[src/hw/rtl/sxbg_pkg.sv]
// Package for the seeded xoshiro256** byte generator.
// Holds the splitmix64 constants, field widths and the sequencer state type.
// No dependencies.
package sxbg_pkg;

    localparam int WORD_W  = 64;
    localparam int HALF_W  = 32;
    localparam int COUNT_W = 10;
    localparam int VB_W    = 4;

    localparam logic [WORD_W-1:0] GOLDEN_GAMMA = 64'h9E3779B97F4A7C15;
    localparam logic [WORD_W-1:0] MIX_MUL_A    = 64'hBF58476D1CE4E5B9;
    localparam logic [WORD_W-1:0] MIX_MUL_B    = 64'h94D049BB133111EB;

    localparam logic ACT_RESEED   = 1'b0;
    localparam logic ACT_GENERATE = 1'b1;

    typedef enum logic [9:0] {
        S_IDLE     = 10'b00_0000_0001,
        S_MIX_ADD  = 10'b00_0000_0010,
        S_MUL_A    = 10'b00_0000_0100,
        S_XOR27    = 10'b00_0000_1000,
        S_MUL_B    = 10'b00_0001_0000,
        S_XOR31    = 10'b00_0010_0000,
        S_ZCHK     = 10'b00_0100_0000,
        S_GEN_MUL5 = 10'b00_1000_0000,
        S_GEN_MUL9 = 10'b01_0000_0000,
        S_GEN_OUT  = 10'b10_0000_0000
    } state_t;

endpackage

[src/hw/rtl/seeded_xoshiro_byte_generator.sv]
// Top level of the seeded xoshiro256** byte generator.
// Depends on sxbg_pkg.
//
// Deterministic random byte source. An action 0 beat reseeds: the seed register is expanded
// into the four 64-bit lanes by four splitmix64 steps, each running its two 64x64 multiplies
// on one shared 32x32 multiplier. The same expansion of seed 0 runs right after reset, while
// in_stall is high. An action 1 beat asks for byte_count bytes (capped at MAX_WORDS*8) and
// returns ceil(count/8) words, each through two shift-add states and one output load, which
// waits while a stalled word holds the output register; a zero count returns nothing. in_stall
// stays high until the last word is loaded into the output register. The seed port takes
// writes at any time.
module seeded_xoshiro_byte_generator #(
    parameter int MAX_WORDS = 64
) (
    input  logic                        clk,
    input  logic                        rst_n,
    input  logic                        cfg_valid,
    output logic                        cfg_ready,
    input  logic [sxbg_pkg::WORD_W-1:0] seed,
    input  logic                        in_valid,
    output logic                        in_stall,
    input  logic                        action,
    input  logic [sxbg_pkg::COUNT_W-1:0] byte_count,
    output logic                        out_valid,
    input  logic                        out_stall,
    output logic [sxbg_pkg::WORD_W-1:0] random_word,
    output logic [sxbg_pkg::VB_W-1:0]   valid_bytes,
    output logic                        last_word
);
    import sxbg_pkg::*;

    localparam logic [COUNT_W-1:0] MAX_BYTES = COUNT_W'(MAX_WORDS * 8);

    state_t              state_reg, state_next;
    logic [WORD_W-1:0]   seed_reg;
    logic [WORD_W-1:0]   acc_reg, acc_next;
    logic [WORD_W-1:0]   z_reg, z_next;
    logic [WORD_W-1:0]   prod_reg, prod_next;
    logic [1:0]          mph_reg, mph_next;
    logic [1:0]          idx_reg, idx_next;
    logic [WORD_W-1:0]   lane_reg [4];
    logic [WORD_W-1:0]   lane_next [4];
    logic [COUNT_W-1:0]  rem_reg, rem_next;
    logic [WORD_W-1:0]   word_reg, word_next;
    logic [VB_W-1:0]     vb_reg, vb_next;
    logic                last_reg, last_next;
    logic                out_valid_reg, out_valid_next;
    logic [WORD_W-1:0]   out_word_reg, out_word_next;
    logic [VB_W-1:0]     out_vb_reg, out_vb_next;
    logic                out_last_reg, out_last_next;

    logic                in_take;
    logic                out_free;
    logic [WORD_W-1:0]   acc_sum;
    logic [WORD_W-1:0]   mul_const;
    logic [HALF_W-1:0]   mul_a, mul_b;
    logic [WORD_W-1:0]   mul_p;
    logic [WORD_W-1:0]   rot7;
    logic [WORD_W-1:0]   s2x, s3x;

    assign cfg_ready   = 1'b1;
    assign in_stall    = (state_reg != S_IDLE);
    assign in_take     = in_valid && !in_stall;
    assign out_free    = !out_valid_reg || !out_stall;
    assign out_valid   = out_valid_reg;
    assign random_word = out_word_reg;
    assign valid_bytes = out_vb_reg;
    assign last_word   = out_last_reg;

    assign acc_sum   = acc_reg + GOLDEN_GAMMA;
    assign mul_const = (state_reg == S_MUL_A) ? MIX_MUL_A : MIX_MUL_B;
    assign rot7      = {z_reg[56:0], z_reg[63:57]};
    assign s2x       = lane_reg[2] ^ lane_reg[0];
    assign s3x       = lane_reg[3] ^ lane_reg[1];

    // shared 32x32 multiplier: lo*lo, then the two cross terms into the high half
    always_comb
    begin
        case (mph_reg)
            2'd0:
            begin
                mul_a = z_reg[HALF_W-1:0];
                mul_b = mul_const[HALF_W-1:0];
            end
            2'd1:
            begin
                mul_a = z_reg[HALF_W-1:0];
                mul_b = mul_const[WORD_W-1:HALF_W];
            end
            default:
            begin
                mul_a = z_reg[WORD_W-1:HALF_W];
                mul_b = mul_const[HALF_W-1:0];
            end
        endcase
        mul_p = WORD_W'(mul_a) * WORD_W'(mul_b);
    end

    always_comb
    begin
        state_next     = state_reg;
        acc_next       = acc_reg;
        z_next         = z_reg;
        prod_next      = prod_reg;
        mph_next       = mph_reg;
        idx_next       = idx_reg;
        lane_next      = lane_reg;
        rem_next       = rem_reg;
        word_next      = word_reg;
        vb_next        = vb_reg;
        last_next      = last_reg;
        out_valid_next = out_valid_reg && out_stall;
        out_word_next  = out_word_reg;
        out_vb_next    = out_vb_reg;
        out_last_next  = out_last_reg;

        unique case (state_reg) inside
            S_IDLE:
            begin
                if (in_take)
                begin
                    if (action == ACT_RESEED)
                    begin
                        acc_next   = seed_reg;
                        idx_next   = 2'd0;
                        state_next = S_MIX_ADD;
                    end
                    else if (byte_count != '0)
                    begin
                        rem_next   = (byte_count > MAX_BYTES) ? MAX_BYTES : byte_count;
                        state_next = S_GEN_MUL5;
                    end
                end
            end
            S_MIX_ADD:
            begin
                acc_next   = acc_sum;
                z_next     = acc_sum ^ (acc_sum >> 30);
                mph_next   = 2'd0;
                state_next = S_MUL_A;
            end
            S_MUL_A, S_MUL_B:
            begin
                if (mph_reg == 2'd0)
                begin
                    prod_next = mul_p;
                end
                else
                begin
                    prod_next[WORD_W-1:HALF_W] = prod_reg[WORD_W-1:HALF_W] +
                                                 mul_p[HALF_W-1:0];
                end
                if (mph_reg == 2'd2)
                begin
                    mph_next   = 2'd0;
                    state_next = (state_reg == S_MUL_A) ? S_XOR27 : S_XOR31;
                end
                else
                begin
                    mph_next = mph_reg + 2'd1;
                end
            end
            S_XOR27:
            begin
                z_next     = prod_reg ^ (prod_reg >> 27);
                state_next = S_MUL_B;
            end
            S_XOR31:
            begin
                lane_next[idx_reg] = prod_reg ^ (prod_reg >> 31);
                idx_next           = idx_reg + 2'd1;
                state_next         = (idx_reg == 2'd3) ? S_ZCHK : S_MIX_ADD;
            end
            S_ZCHK:
            begin
                if ((lane_reg[0] | lane_reg[1] | lane_reg[2] | lane_reg[3]) == '0)
                begin
                    lane_next[0] = WORD_W'(1);
                end
                state_next = S_IDLE;
            end
            S_GEN_MUL5:
            begin
                z_next     = lane_reg[1] + (lane_reg[1] << 2);
                state_next = S_GEN_MUL9;
            end
            S_GEN_MUL9:
            begin
                word_next    = rot7 + (rot7 << 3);
                lane_next[2] = s2x ^ (lane_reg[1] << 17);
                lane_next[3] = {s3x[18:0], s3x[63:19]};
                lane_next[1] = lane_reg[1] ^ s2x;
                lane_next[0] = lane_reg[0] ^ s3x;
                if (rem_reg > COUNT_W'(8))
                begin
                    vb_next   = VB_W'(8);
                    last_next = 1'b0;
                    rem_next  = rem_reg - COUNT_W'(8);
                end
                else
                begin
                    vb_next   = rem_reg[VB_W-1:0];
                    last_next = 1'b1;
                    rem_next  = '0;
                end
                state_next = S_GEN_OUT;
            end
            S_GEN_OUT:
            begin
                if (out_free)
                begin
                    out_valid_next = 1'b1;
                    out_word_next  = word_reg;
                    out_vb_next    = vb_reg;
                    out_last_next  = last_reg;
                    state_next     = last_reg ? S_IDLE : S_GEN_MUL5;
                end
            end
            default:
            begin
                state_next = S_IDLE;
            end
        endcase
    end

    always_ff @(posedge clk or negedge rst_n)
    begin
        if (!rst_n)
        begin
            state_reg     <= S_MIX_ADD;
            acc_reg       <= '0;
            idx_reg       <= 2'd0;
            mph_reg       <= 2'd0;
            seed_reg      <= '0;
            out_valid_reg <= 1'b0;
        end
        else
        begin
            state_reg     <= state_next;
            acc_reg       <= acc_next;
            idx_reg       <= idx_next;
            mph_reg       <= mph_next;
            out_valid_reg <= out_valid_next;
            if (cfg_valid && cfg_ready)
            begin
                seed_reg <= seed;
            end
        end
    end

    always_ff @(posedge clk)
    begin
        z_reg        <= z_next;
        prod_reg     <= prod_next;
        lane_reg     <= lane_next;
        rem_reg      <= rem_next;
        word_reg     <= word_next;
        vb_reg       <= vb_next;
        last_reg     <= last_next;
        out_word_reg <= out_word_next;
        out_vb_reg   <= out_vb_next;
        out_last_reg <= out_last_next;
    end

endmodule

[config.mk]
export PLATFORM = sky130hd
export DESIGN_NAME = seeded_xoshiro_byte_generator
export DESIGN_NICKNAME = d
export VERILOG_FILES = /design/src/hw/rtl/sxbg_pkg.sv /design/src/hw/rtl/seeded_xoshiro_byte_generator.sv
export SDC_FILE = /design/constraint.sdc
export NUM_CORES = 2
export LEC_CHECK = 0
export ABC_AREA = 1
export BUFFER_PORTS_ARGS = -buffer_cell sky130_fd_sc_hd__buf_2
export CORE_ASPECT_RATIO = 1.2
export CORE_MARGIN = 2
export CORE_UTILIZATION = 30
export DETAILED_ROUTE_END_ITERATION = 16
export HOLD_SLACK_MARGIN = 0.12
export SETUP_SLACK_MARGIN = 0.4
export SKIP_CTS_REPAIR_TIMING = 1
export SYNTH_ARGS = -nofsm -noshare
export SYNTH_HDL_FRONTEND = slang
export SYNTH_SLANG_ARGS = --single-unit
[constraint.sdc]
create_clock -name clk -period 20.3 [get_ports clk]
set_input_delay 3.045 -clock clk [delete_from_list [all_inputs] [get_ports clk]]
set_output_delay 3.045 -clock clk [all_outputs]
set_load 0.02 [all_outputs]
Word level (Yosys, flattened, before mapping)
Cells that the tools add are included.
Word-level totals
  output and inout port bits: 72
  input port bits: 80
  word-level logic and storage cells: 129
  register bits: 675
Operators by class
  mux-type cells: 37
  multiply operators: 1
  magnitude comparators: 4
  add/sub/neg operators: 7
  reductions and logical operators: 26
  bitwise logic cells: 12
  equal/unequal tests: 22
Operators by type and width (count)
  $pmux W192 S2: 1
  $pmux W64 S3: 2
  $xor A64 B64 Y64: 5
  $bwmux W256: 1
  $mux W64: 4
  $or A64 B64 Y64: 3
  $add A64 B64 Y64: 2
  $demux W64 S2: 1
  $pmux W64 S2: 1
  $mux W10: 10
  $mux W32: 3
  $pmux W10 S8: 1
  $add A64 B64 Y64 const B: 1
  $logic_not A64 Y1: 1
  $mul A32 B32 Y64: 1
  $xor A64 B33 Y64: 1
  $xor A64 B34 Y64: 1
  $xor A64 B37 Y64: 1
  $mux W62: 1
  $add A32 B32 Y32: 1
  $pmux W10 S2: 1
  $eq A10 B1 Y1 const B: 1
  $eq A10 B10 Y1 const B: 1
  $eq A10 B2 Y1 const B: 1
  37 further kinds: 63

Longest topological paths before layout
  depth after elaboration: 7
  depth in mapped cells: 46
  gate-level depth less buffers: 45

Worst setup path before layout
OpenSTA, ideal clock, no wires.
  path type: register to register
  from: register state_reg[9]
  to: register prod_reg[63], data pin
  library setup time: 0.254 ns
  setup slack: 11.281 ns
  period minus slack after synthesis: 9.019 ns
  cell stages (with the launch flop): 42
  path buffers: 3
  arrival: 8.765 ns
  data required time: 20.046 ns
  path through: dfrtp_1 nor2_4 nand4_1 nor2_2 inv_2 clkbuf_1 ha_1 clkbuf_1 inv_1 clkbuf_1 nor2_1 inv_1 fa_1 inv_1 fa_1 fa_1 inv_1 fa_1 [... 6 more ...] inv_1 ha_1 nand2_1 nor2_1 inv_1 nor2_1 nand4_1 nand2_1 xor2_1 ha_1 a21oi_1 o21ai_0 a21oi_1 o21ai_0 a21oi_1 nand3_1 nand3_1 nand2_1
On the way
  word-level cells in the longest chain between the ends: 6
Ends and longest elaborated chain
  from (decl): line seeded_xoshiro_byte_generator.sv:34  | state_t state_reg, state_next;
  from (signal assigned): line seeded_xoshiro_byte_generator.sv:239  | state_reg <= state_next;
  $eq A10 B3 Y1: line seeded_xoshiro_byte_generator.sv:71  | assign mul_const = (state_reg == S_MUL_A) ? MIX_MUL_A : MIX_MUL_B;
  $mux W62: line seeded_xoshiro_byte_generator.sv:71
  $mux W32: line seeded_xoshiro_byte_generator.sv:79  | case (mph_reg)
  $mul A32 B32 Y64: line seeded_xoshiro_byte_generator.sv:96  | mul_p = WORD_W'(mul_a) * WORD_W'(mul_b);
  net mul_p[22]: line seeded_xoshiro_byte_generator.sv:57  | logic [WORD_W-1:0] mul_p;
  $add A32 B32 Y32: line seeded_xoshiro_byte_generator.sv:150  | prod_next[WORD_W-1:HALF_W] = prod_reg[WORD_W-1:HALF_W] +
  $mux W32: line seeded_xoshiro_byte_generator.sv:144  | if (mph_reg == 2'd0)
  to (signal assigned): line seeded_xoshiro_byte_generator.sv:254  | prod_reg <= prod_next;
  to (decl): line seeded_xoshiro_byte_generator.sv:38  | logic [WORD_W-1:0] prod_reg, prod_next;
The timed path passes the listed nets, and every way through them passes these cells.
A chain may end at the register's enable or synchronous reset.

Worst setup path after layout
  from: register mph_reg[0]
  to: register prod_reg[62], data pin
On the way
  word-level cells in the longest chain between the ends: 6
  elaborated cells between the ends (all ways): 8
  those cells by class: 1 x add/sub; 1 x mul; 1 x eq/ne; 3 x mux; 2 x reduce/logical
Ends and longest elaborated chain
  from (decl): line seeded_xoshiro_byte_generator.sv:39  | logic [1:0] mph_reg, mph_next;
  from (signal assigned): line seeded_xoshiro_byte_generator.sv:242  | mph_reg <= mph_next;
  $eq A2 B1 Y1 or $logic_not A2 Y1 (tied branches): line seeded_xoshiro_byte_generator.sv:79
  $reduce_or A2 Y1 (no source line)
  $mux W32: line seeded_xoshiro_byte_generator.sv:79
  $mul A32 B32 Y64 (*): line seeded_xoshiro_byte_generator.sv:96
  net mul_p[25]: line seeded_xoshiro_byte_generator.sv:57
  $add A32 B32 Y32 (*): line seeded_xoshiro_byte_generator.sv:150
  $mux W32 (*): line seeded_xoshiro_byte_generator.sv:144
Mark *: on every way through the listed nets, which the timed path passes. The rest lies on a longest branch.

==> run metrics <==
worst r2r src mph_reg[0]; WS Path Type reg2reg; Crit Path Max Fanout 35; gpl congestion 1.03; layout cells sized above 1 6.21%; cts bufs inserted 79; worst skew pair latency 0.73 ns; CP arrival 11.41 ns; nets 11.1k; Synth area leader fa_1; Fin Setup TNS 0 ns; detailed placement HPWL 259,000 um; ys async rst share 21.2%; maxcap violations 0; top cell family by delay on the critical path adder cells; worst hold path type reg2reg; vias in the first global route 65.9k; initial cell density of the core 30.2%; Mapped Area 77,000 um^2; Worst Path Required 20.79 ns; std cell rows 203; Final Core Density 33.0%; Worst Path Buf+Inv 13; DIE HEIGHT 559 um; final hold vios 0; Total Routing Usage GR 23.5%; synth warn 0; Distinct cells, synth 55; Worst path max stage delay 0.55 ns; worst slew pin tran 1.30 ns; top post-synthesis cells by count 1,929 x nand2_1, 1,703 x inv_1, 1,135 x nor2_1, 828 x fa_1, 547 x o21ai_0; clk root buf clkbuf_16; cell repeated most along the worst path inv_1; antenna viol nets, final 0; Clock Pin Slew Worst Setup and Hold Paths 0.06 ns; hold path startpoint word_reg[47]; P&R area growth vs syn 9.43%; ys flop type edfxtp_1; initial antenna violation count 13; status finished, final reports clean; GR Util met3 4.19%; startpoint types flop; top-area cell type share of the netlist area 21.5%; PortBufs 150; Setup violations, final 0; Clock Sinks 675; Final Cycle Share 53.8%; core area 255,000 um^2; Starting DRT DRC Count 7,060; first-pass GRT wire length 450,000 um; Mean Syn Cell Area 7.99 um^2; Seq cells post-synth 675; register area share after synthesis 25.4%; I/O pin count 152; Max transition margin 12.1%; Mapped Cells 9,633; EDFF count, synth 532; met1 Resource Use GR 30.2%; CTS tree yes; number of flip-flops in the largest register 256; full die area 261,000 um^2; DR pass1 iterations 8; Max Transition Viols Final 0; routed length per instance 23.7 um; CP endpoint kind flop; grt peak-use layer met2; top-count cell post-synth nand2_1; Die W 466 um; crit path time final 10.92 ns; syn_nets 11.0k; maximum clock frequency 91.6 MHz; largest cells by area after synthesis fa_1 22%, edfxtp_1 21%, nand2_1 9.4%; RSZ-0062 raised after global routing false; GRT met2 Usage 37.4%; WL final 311,000 um; largest net degree at the start of global routing 271; Max Root-Sink Buffers 3; slowest CP cell fa_1; vias per inst 5.11; Vias 67.1k; total grt overflow 0; skew final 0.0730 ns; Residual DRC 0; CP Launch Point mph_reg[0]; H-tree levels 3
[area by class of cell]
type / count / area, um^2
fill: 27200 / 171000
timing repair buffer: 235 / 1410
tap: 3382 / 4230
multi-input combinational: 6979 / 50000
clock buffer: 101 / 2070
sequential: 675 / 19600
inverter: 1718 / 6460
clock inverter: 38 / 498
antenna: 2 / 5.00
[per-layer routing]
metal  vias up  share of wire [%]
met5         -              0.021
met3       762                8.8
met1     32300                 39
li1      30700                  -
met2      3344                 45
met4        10                6.7
[path summary, 6_finish.rpt]
check,cells past startpoint,to,slack [ns]
max in group asynchronous,3,seed_reg[25],16.20
min in group asynchronous,1,seed_reg[43],2.24
worst min register to register,0,random_word[47],0.42
worst min-delay path,0,random_word[47],0.42
worst max-delay path,40,prod_reg[62],9.38
worst max register to register,40,prod_reg[62],9.38
[kinds of logic (layout without fill, tap and decap cells)]
kind of cell    Yosys count  count (layout)  synth area share, %
mux                      30              30                0.439
fa+ha+maj              1322            1322                 29.6
simple gates           3996            3996                 21.6
flops                   675             675                 25.4
compound gates         1254            1254                 8.86
xor+xnor                376             376                 4.28
other cells               1               3              0.00487
buf+inv                1979            2092                 9.81
[layout by cell type, fill, tap and decap left out, drive strengths merged, types with 37 or more instances in the layout]
cell type,Yosys,final
nor4,43,43
or2,175,175
o21bai,40,40
xnor2,90,90
ha,494,494
inv,1713,1720
nand2,1934,1934
nor3,66,66
xor2,286,286
nand3,535,535
a21oi,438,438
o21ai,610,610
edfxtp,532,532
dfrtp,142,142
nand4,53,53
nor2,1144,1144
buf,68,235
clkbuf,193,101
nand3b,37,37
fa,828,828
o32ai,40,40
[through the flow]
stage	instances	hold slack [ns]	instance area [um^2]	setup WS [ns]
2_1_floorplan	9633	0.400	77000	11.28
3_3_place_gp	13000	0.401	81700	9.63
3_5_place_dp	13000	0.405	81700	9.55
4_1_cts	13100	0.418	84200	9.52
5_1_grt	13100	0.429	84200	8.76
6_report	13100	0.416	84200	9.38
Power is left out: the tool's default activity adds up to more than one toggle a clock period on the data nets, which glitch-free logic cannot reach.
